## config.mk

```make
export PLATFORM = sky130hd
export DESIGN_NAME = header_length_checksum_deframer_unit
export DESIGN_NICKNAME = d
export VERILOG_FILES = /design/src/rtl/hlcd_pkg.sv /design/src/rtl/hlcd_frame_track.sv /design/src/rtl/header_length_checksum_deframer_unit.sv
export VERILOG_INCLUDE_DIRS = /design/src /design/src/rtl
export SDC_FILE = /design/constraint.sdc
export NUM_CORES = 1
export LEC_CHECK = 0
export BUFFER_PORTS_ARGS = -buffer_cell sky130_fd_sc_hd__clkbuf_2
export CAP_MARGIN = 20
export CORE_ASPECT_RATIO = 1.1
export CORE_MARGIN = 5
export CORE_UTILIZATION = 62
export CTS_CLUSTER_DIAMETER = 150
export DETAILED_ROUTE_END_ITERATION = 12
export PLACE_DENSITY = 0.81
export SYNTH_ARGS = -nofsm -noshare
export SYNTH_HDL_FRONTEND = slang
export SYNTH_SLANG_ARGS = --single-unit
```

## constraint.sdc

```tcl
create_clock -name clk_i -period 5.86 [get_ports clk_i]
set_input_delay 1.172 -clock clk_i [delete_from_list [all_inputs] [get_ports clk_i]]
set_output_delay 1.172 -clock clk_i [all_outputs]
set_load 0.1 [all_outputs]
```

## src/rtl/header_length_checksum_deframer_unit_assert.svh

```systemverilog
// ---------------------------------------------------------------------------
// Assertion macros for the header/length/checksum deframer
// Concurrent checks that compile away when SYNTHESIS is defined.
// ---------------------------------------------------------------------------
`ifndef HEADER_LENGTH_CHECKSUM_DEFRAMER_UNIT_ASSERT_SVH
`define HEADER_LENGTH_CHECKSUM_DEFRAMER_UNIT_ASSERT_SVH

`ifndef SYNTHESIS
// Check gated off while reset is asserted.
`define HLCD_ASSERT(lbl, clk, rst_n, prop, msg) \
  lbl: assert property (@(posedge clk) disable iff (!rst_n) prop) else $error(msg);
// Check that also holds through reset.
`define HLCD_ASSERT_ALWAYS(lbl, clk, prop, msg) \
  lbl: assert property (@(posedge clk) prop) else $error(msg);
`else
`define HLCD_ASSERT(lbl, clk, rst_n, prop, msg)
`define HLCD_ASSERT_ALWAYS(lbl, clk, prop, msg)
`endif

`endif

```

## src/rtl/hlcd_pkg.sv

```systemverilog
// ---------------------------------------------------------------------------
// Deframer package
// Marker bytes, result codes and the result record shared by the RTL.
// ---------------------------------------------------------------------------
`default_nettype none

package hlcd_pkg;

  localparam logic [7:0] SyncByte    = 8'hA5;  // header marker
  localparam logic [7:0] ResyncByte  = 8'h5A;  // after SyncByte: restart frame
  localparam logic [7:0] FailCode    = 8'hFF;  // command code of a bad frame
  localparam logic [7:0] MinFrameLen = 8'd3;

  typedef struct packed {
    logic       emit;  // this beat ends a frame
    logic       good;  // checksum matched
    logic [7:0] code;  // command byte or FailCode
  } hlcd_result_t;

endpackage

`default_nettype wire

```

## src/rtl/hlcd_frame_track.sv

```systemverilog
// ---------------------------------------------------------------------------
// Deframer frame tracker
// Per-byte state update (position, length, command, sums) and verdict.
// ---------------------------------------------------------------------------
`default_nettype none

module hlcd_frame_track #(
  parameter int BUFFER_DEPTH = 64
) (
  input  wire logic                  clk_i,
  input  wire logic                  rst_ni,
  input  wire logic                  step_i,
  input  wire logic [7:0]            byte_i,
  output hlcd_pkg::hlcd_result_t     result_o
);
  import hlcd_pkg::*;

  localparam int PosW = $clog2(BUFFER_DEPTH);

  logic [PosW-1:0] pos_q, pos_d;
  logic            hdr_q, hdr_d;
  logic [7:0]      len_q, len_d;
  logic [7:0]      cmd_q, cmd_d;
  logic [7:0]      sum_q, sum_d;
  logic [7:0]      rcv_q, rcv_d;

  logic [7:0] pos8;
  logic [7:0] pos_inc;
  logic [PosW-1:0] pos_sat;
  logic       is_sync;
  logic       is_resync_raw;
  logic       restart;
  logic [7:0] len_new, cmd_new, sum_base, sum_new, rcv_new;
  logic       good;

  always_comb begin
    pos8          = 8'(pos_q);
    pos_inc       = pos8 + 8'd1;
    pos_sat       = (pos_inc >= 8'(BUFFER_DEPTH)) ? PosW'(BUFFER_DEPTH - 1)
                                                  : PosW'(pos_inc);
    is_sync       = (byte_i == SyncByte);
    is_resync_raw = (byte_i == ResyncByte);
    restart       = is_resync_raw && hdr_q;

    // slot 0 carries the length and restarts the running sum
    len_new  = (pos8 == 8'd0) ? byte_i : len_q;
    sum_base = (pos8 == 8'd0) ? 8'd0 : sum_q;
    sum_new  = (({1'b0, pos8} + 9'd3) <= {1'b0, len_new}) ? sum_base + byte_i
                                                           : sum_base;
    rcv_new  = (({1'b0, pos8} + 9'd2) == {1'b0, len_new}) ? byte_i : rcv_q;
    cmd_new  = (pos8 == 8'd1) ? byte_i : cmd_q;

    good = (len_new >= MinFrameLen) && (sum_new == rcv_new);

    result_o.emit = !is_sync && !is_resync_raw && (pos_inc == len_new);
    result_o.good = good;
    result_o.code = good ? cmd_new : FailCode;

    hdr_d = is_sync;
    if (restart) begin
      pos_d = '0;
      len_d = len_q;
      cmd_d = cmd_q;
      sum_d = sum_q;
      rcv_d = rcv_q;
    end else begin
      pos_d = pos_sat;
      len_d = len_new;
      cmd_d = cmd_new;
      sum_d = sum_new;
      rcv_d = rcv_new;
    end
  end

  always_ff @(posedge clk_i or negedge rst_ni) begin
    if (!rst_ni) begin
      pos_q <= '0;
      hdr_q <= 1'b0;
      len_q <= '0;
      cmd_q <= '0;
      sum_q <= '0;
      rcv_q <= '0;
    end else if (step_i) begin
      pos_q <= pos_d;
      hdr_q <= hdr_d;
      len_q <= len_d;
      cmd_q <= cmd_d;
      sum_q <= sum_d;
      rcv_q <= rcv_d;
    end
  end

endmodule

`default_nettype wire

```

## src/rtl/header_length_checksum_deframer_unit.sv

```systemverilog
// Header/length/checksum deframer.
// Input channel: one received byte per beat on rx_byte_i (in_valid_i / in_stall_o).
// A 0xA5 0x5A pair restarts a frame; byte 0 of a frame is its length L,
// byte 1 its command, byte L-2 its checksum over bytes 0..L-3 (sum mod 256).
// Output channel: one beat per completed frame (out_valid_o / out_stall_i)
// carrying command_code_o (0xFF on failure) and checksum_good_o.
// Bytes that do not end a frame produce no output beat.
// Path: a byte waits in the input register; its frame result is registered
// into the output register as the byte leaves the input register.
// Throughput: one byte per cycle unless stalled; the tracker updates all state
// in the same cycle the byte leaves the input register.
// Stall: when the output register holds an untaken result and the byte in
// the input register would end a frame, that byte waits and in_stall_o rises;
// bytes that end no frame keep flowing past a stalled output.
// Reset: asynchronous, active low; clears the valid flags of both registers
// and all frame state (position 0, length 0, sums 0, no header seen).
// ---------------------------------------------------------------------------
// Deframer top level
// Input register, frame tracker and output result register.
// ---------------------------------------------------------------------------
`default_nettype none

`include "header_length_checksum_deframer_unit_assert.svh"

module header_length_checksum_deframer_unit #(
  parameter int BUFFER_DEPTH = 64
) (
  input  wire logic       clk_i,
  input  wire logic       rst_ni,
  input  wire logic       in_valid_i,
  output logic            in_stall_o,
  input  wire logic [7:0] rx_byte_i,
  output logic            out_valid_o,
  input  wire logic       out_stall_i,
  output logic [7:0]      command_code_o,
  output logic            checksum_good_o
);
  import hlcd_pkg::*;

  logic       s1_valid_q, s1_valid_d;
  logic [7:0] s1_byte_q;
  logic       out_valid_q, out_valid_d;
  logic [7:0] out_code_q;
  logic       out_good_q;

  hlcd_result_t res;
  logic         s1_adv;
  logic         step;
  logic         in_acc;
  logic         out_take;
  logic         emit_fire;

  hlcd_frame_track #(
    .BUFFER_DEPTH (BUFFER_DEPTH)
  ) u_track (
    .clk_i    (clk_i),
    .rst_ni   (rst_ni),
    .step_i   (step),
    .byte_i   (s1_byte_q),
    .result_o (res)
  );

  always_comb begin
    out_take    = out_valid_q && !out_stall_i;
    // only a frame-ending beat has to wait for the output register
    s1_adv      = !(res.emit && out_valid_q && out_stall_i);
    step        = s1_valid_q && s1_adv;
    emit_fire   = step && res.emit;
    in_stall_o  = s1_valid_q && !s1_adv;
    in_acc      = in_valid_i && !in_stall_o;
    s1_valid_d  = in_acc || (s1_valid_q && !s1_adv);
    out_valid_d = emit_fire || (out_valid_q && !out_take);
  end

  always_ff @(posedge clk_i or negedge rst_ni) begin
    if (!rst_ni) begin
      s1_valid_q  <= 1'b0;
      out_valid_q <= 1'b0;
    end else begin
      s1_valid_q  <= s1_valid_d;
      out_valid_q <= out_valid_d;
    end
  end

  always_ff @(posedge clk_i) begin
    if (in_acc) begin
      s1_byte_q <= rx_byte_i;
    end
    if (emit_fire) begin
      out_code_q <= res.code;
      out_good_q <= res.good;
    end
  end

  assign out_valid_o     = out_valid_q;
  assign command_code_o  = out_code_q;
  assign checksum_good_o = out_good_q;

  `HLCD_ASSERT(a_stall_needs_byte, clk_i, rst_ni, in_stall_o |-> s1_valid_q, "stall without held byte")
  `HLCD_ASSERT(a_held_byte_stays, clk_i, rst_ni, (s1_valid_q && !s1_adv) |=> s1_valid_q, "held byte lost")
  `HLCD_ASSERT(a_no_overwrite, clk_i, rst_ni, emit_fire |-> !(out_valid_q && out_stall_i), "result overwritten")
  `HLCD_ASSERT(a_fail_code, clk_i, rst_ni, (out_valid_q && !out_good_q) |-> (out_code_q == FailCode), "bad frame code")
  `HLCD_ASSERT_ALWAYS(a_reset_empty, clk_i, !rst_ni |=> (!out_valid_q && !s1_valid_q), "not empty after reset")

endmodule

`default_nettype wire

```

==> summary.md <==
| Metric | Value |
|---|---|
| # nets final | 448 |
| Pleak | 1.89 nW |
| CP startpoint kind | flip-flop |
| Place WS | between 0.6 and 0.7 ns |
| Compound-Gate Fraction of Synth Area | 0.173 |
| Hold Path Class | reg -> reg |
| Clock root buffer | clkbuf_8 |
| Crit share post-route | 0.950 |
| Cell Area, Placed | 0.00419 mm^2 |
| Crit path time final | approximately 5.6 ns |
| Routed WL | between 10000 and 15000 um |
| CTS buffer count | 9 |
| Synth unique cells | between 60 and 70 |
| Setup slack after layout | around 0.29 ns |
| Outcome | completed |
| Worst hold margin | around 0.47 ns |
| Io pins | 23 |
| Non-filler instance count after layout | 502 |
| Final setup viols | 0 |
| Sequential share of the synthesized area | 0.381 |
| Largest family of logic cells by synthesized area | simple AND/OR/NAND/NOR gates |
| Post-synth design cell area | about 0.0040 mm^2 |
| Number of global-route vias before repair | roughly 3.3k |
| Seq cells post-synth | 58 |
| Synth Area per Inst | ~10 um^2 |
| Total GRT Usage | 0.264 |
| CTS clk-pin slew, worst paths | 0.07 ns |
| Worst slew margin | 0.530 |
| VDD IR max | between 300 and 400 uV |
| Post_cts resized | 0 |
| Crit path buf inv count | 3 |
| CTS max path bufs | 2 |
| Met3 WL | 589 um |
| Met1 WL | approximately 4100 um |
| CP endpoint kind | primary output |
| CTS H-tree lvls | 3 |
| CP peak stage delay | 0.55 ns |
| Antenna violations before repair | 0 |
| Routed vias | between 3k and 4k |
| Setup TNS | 0 ns |
| Flop2flop setup slack | slightly below 0.5 ns |
| Finished Core Util | 0.704 |
| Net Count, Synth | between 400 and 500 |
| Post-synthesis mux area share | 0.0984 |
| Site Rows | 30 |
| Die Area | 0.00821 mm^2 |
| Inst Count DP | approximately 490 |
| Initial Util | 0.647 |
| Dominant synthesized flop cell | dfrtp_1 |
| Area grow syn2layout | 8.82% |
| CP cell instances | inv_1, ha_1, nor2b_1, nand2_4, a21oi_1, inv_1, ha_1, nand3_2, nor2_1, nand4_1, a211oi_1, and4_1, clkbuf_2 |
| # diodes | 0 |
| Most common cell after layout, fill and taps aside | dfrtp_1 |
| Grt ovf | 0 |
| EDFF count, synth | 17 |
| Max Clk Rate | around 0.18 GHz |
| Largest net degree at the start of global routing | between 40 and 50 |
| CORE AREA | 0.00623 mm^2 |
| Met2 WL | 4900 um |
| CTS Hold Bufs | 0 |
| Port bufs | 22 |
| 1st-iter DRT viols | between 150 and 200 |
| Pre-antenna DRT Iters | 5 |
| HPWL Detailed | approximately 7200 um |
| CTS tree | done |
| Post-CTS Setup Inserts | 0 |
| Fraction of layout cells with a size suffix above 1 | 0.201 |
| Routed length per placed instance | 20.0 um |
| Die Wd | between 80 and 90 um |
| Synth async-reset ratio | 0.707 |
| Post-synthesis xor/xnor area fraction | 0.0534 |
| Syn. warnings | 0 |
| Worst-Margin Slew | roughly 0.7 ns |
| Max layer used | met4 |
| GPL Wtd Cong | about 0.97 |
| Tot Pwr | about 2.8 mW |
| Number of remaining DRC errors | 0 |
| Post-DRT Antenna Nets | 0 |
| Clk Latency, worst-skew pair | approximately 0.35 ns |
| Cells after Synth | slightly below 400 |
| Crit Path Category | reg -> out |
| Crit path max fanout | 19 |
| Worst Path Required | 4.69 ns |
| Clock sink count | 58 |
| First-pass GRT wire length | roughly 17000 um |
| Final Hold Fails | 0 |
| CP arrival | between 4 and 5 ns |
| Layout fillers | ~480 |
| Post-route cell area | about 0.0044 mm^2 |
| Slowest-stage cell, CP | nor2b_1 |
| Die height | between 90 and 100 um |
| RSZ-0062 raised after global routing | false |
| Kind of cell adding the most delay to the critical path | simple AND/OR/NAND/NOR gates |
| Post-Synth Adder-Cell Area | 0.0609 |
| Final Max Tran Viols | 0 |
| Power Dens Cells | approximately 640 mW/mm^2 |
| Clock Skew | approximately 0.013 ns |
| Synth Area in Simple Gates | 0.201 |
| Via-to-Cell Ratio | between 6 and 7 |
| Most frequent cells in the layout | dfrtp_1, nand2_1, nor2_1, clkbuf_2 |
| Max Cap Violations | 0 |
[flip-flops by register name (all words and copies together) (netlist names)]
register	cells
command_code_o	8
s1_byte_q	8
u_track.cmd_q	8
u_track.len_q	8
u_track.rcv_q	8
u_track.sum_q	8
u_track.pos_q	6
checksum_good_o	1
out_valid_o	1
s1_valid_q	1
u_track.hdr_q	1
[synthesized netlist by cell type, drive strengths merged, types with 10 or more instances]
master  count  area (um^2)
mux2i      16          160
edfxtp     17          510
nand4      11         68.8
xnor2      14          123
a211oi     10         92.6
nor2       24         95.1
nand3      18         95.1
ha         18          225
and2       14         88.8
inv        12         45.0
mux2       21          236
nand2      24         97.6
a21oi      16         80.1
o21ai      23          126
dfrtp      41         1030
[where the power goes]
group	switching (mW)	total, mW	internal (mW)
Combinational	1.04	1.78	0.739
Clock	0.169	0.331	0.162
Sequential	0.143	0.692	0.550
[area by class of cell]
type,instances,area [um^2],share of cell area
timing repair buffer,26,160,0.0365
clock inverter,5,30.0,0.00685
sequential,58,1540,0.350
multi-input combinational,310,2370,0.541
clock buffer,11,141,0.0322
tap,80,100,0.0228
inverter,12,45.0,0.0103
[worst paths after layout]
kind	from	endpoint	cells past startpoint
min in group asynchronous	rst_ni	u_track.rcv_q[5]	1
max in group asynchronous	rst_ni	u_track.sum_q[2]	2
worst min-delay path	u_track.sum_q[3]	u_track.sum_q[3]	1
worst max-delay path	u_track.pos_q[1]	in_stall_o	13
worst min register to register	u_track.sum_q[3]	u_track.sum_q[3]	1
worst max register to register	u_track.pos_q[1]	command_code_o[0]	15
[per-layer routing]
metal | up-vias | global-route usage
met5 | - | 0
met4 | 0 | 0.138
met3 | 36 | 0.0541
met2 | 125 | 0.428
met1 | 1554 | 0.329
li1 | 1535 | -
[cell families after synthesis]
| group | after synthesis |
|---|---|
| AO/OA/AOI/OAI | 96 |
| adder cells (fa/ha/maj) | 19 |
| flip-flops | 58 |
| AND/OR/NAND/NOR | 135 |
| XOR/XNOR | 23 |
| multiplexers | 37 |
| buffers and inverters | 28 |
Power figures use the tool's default switching activity.
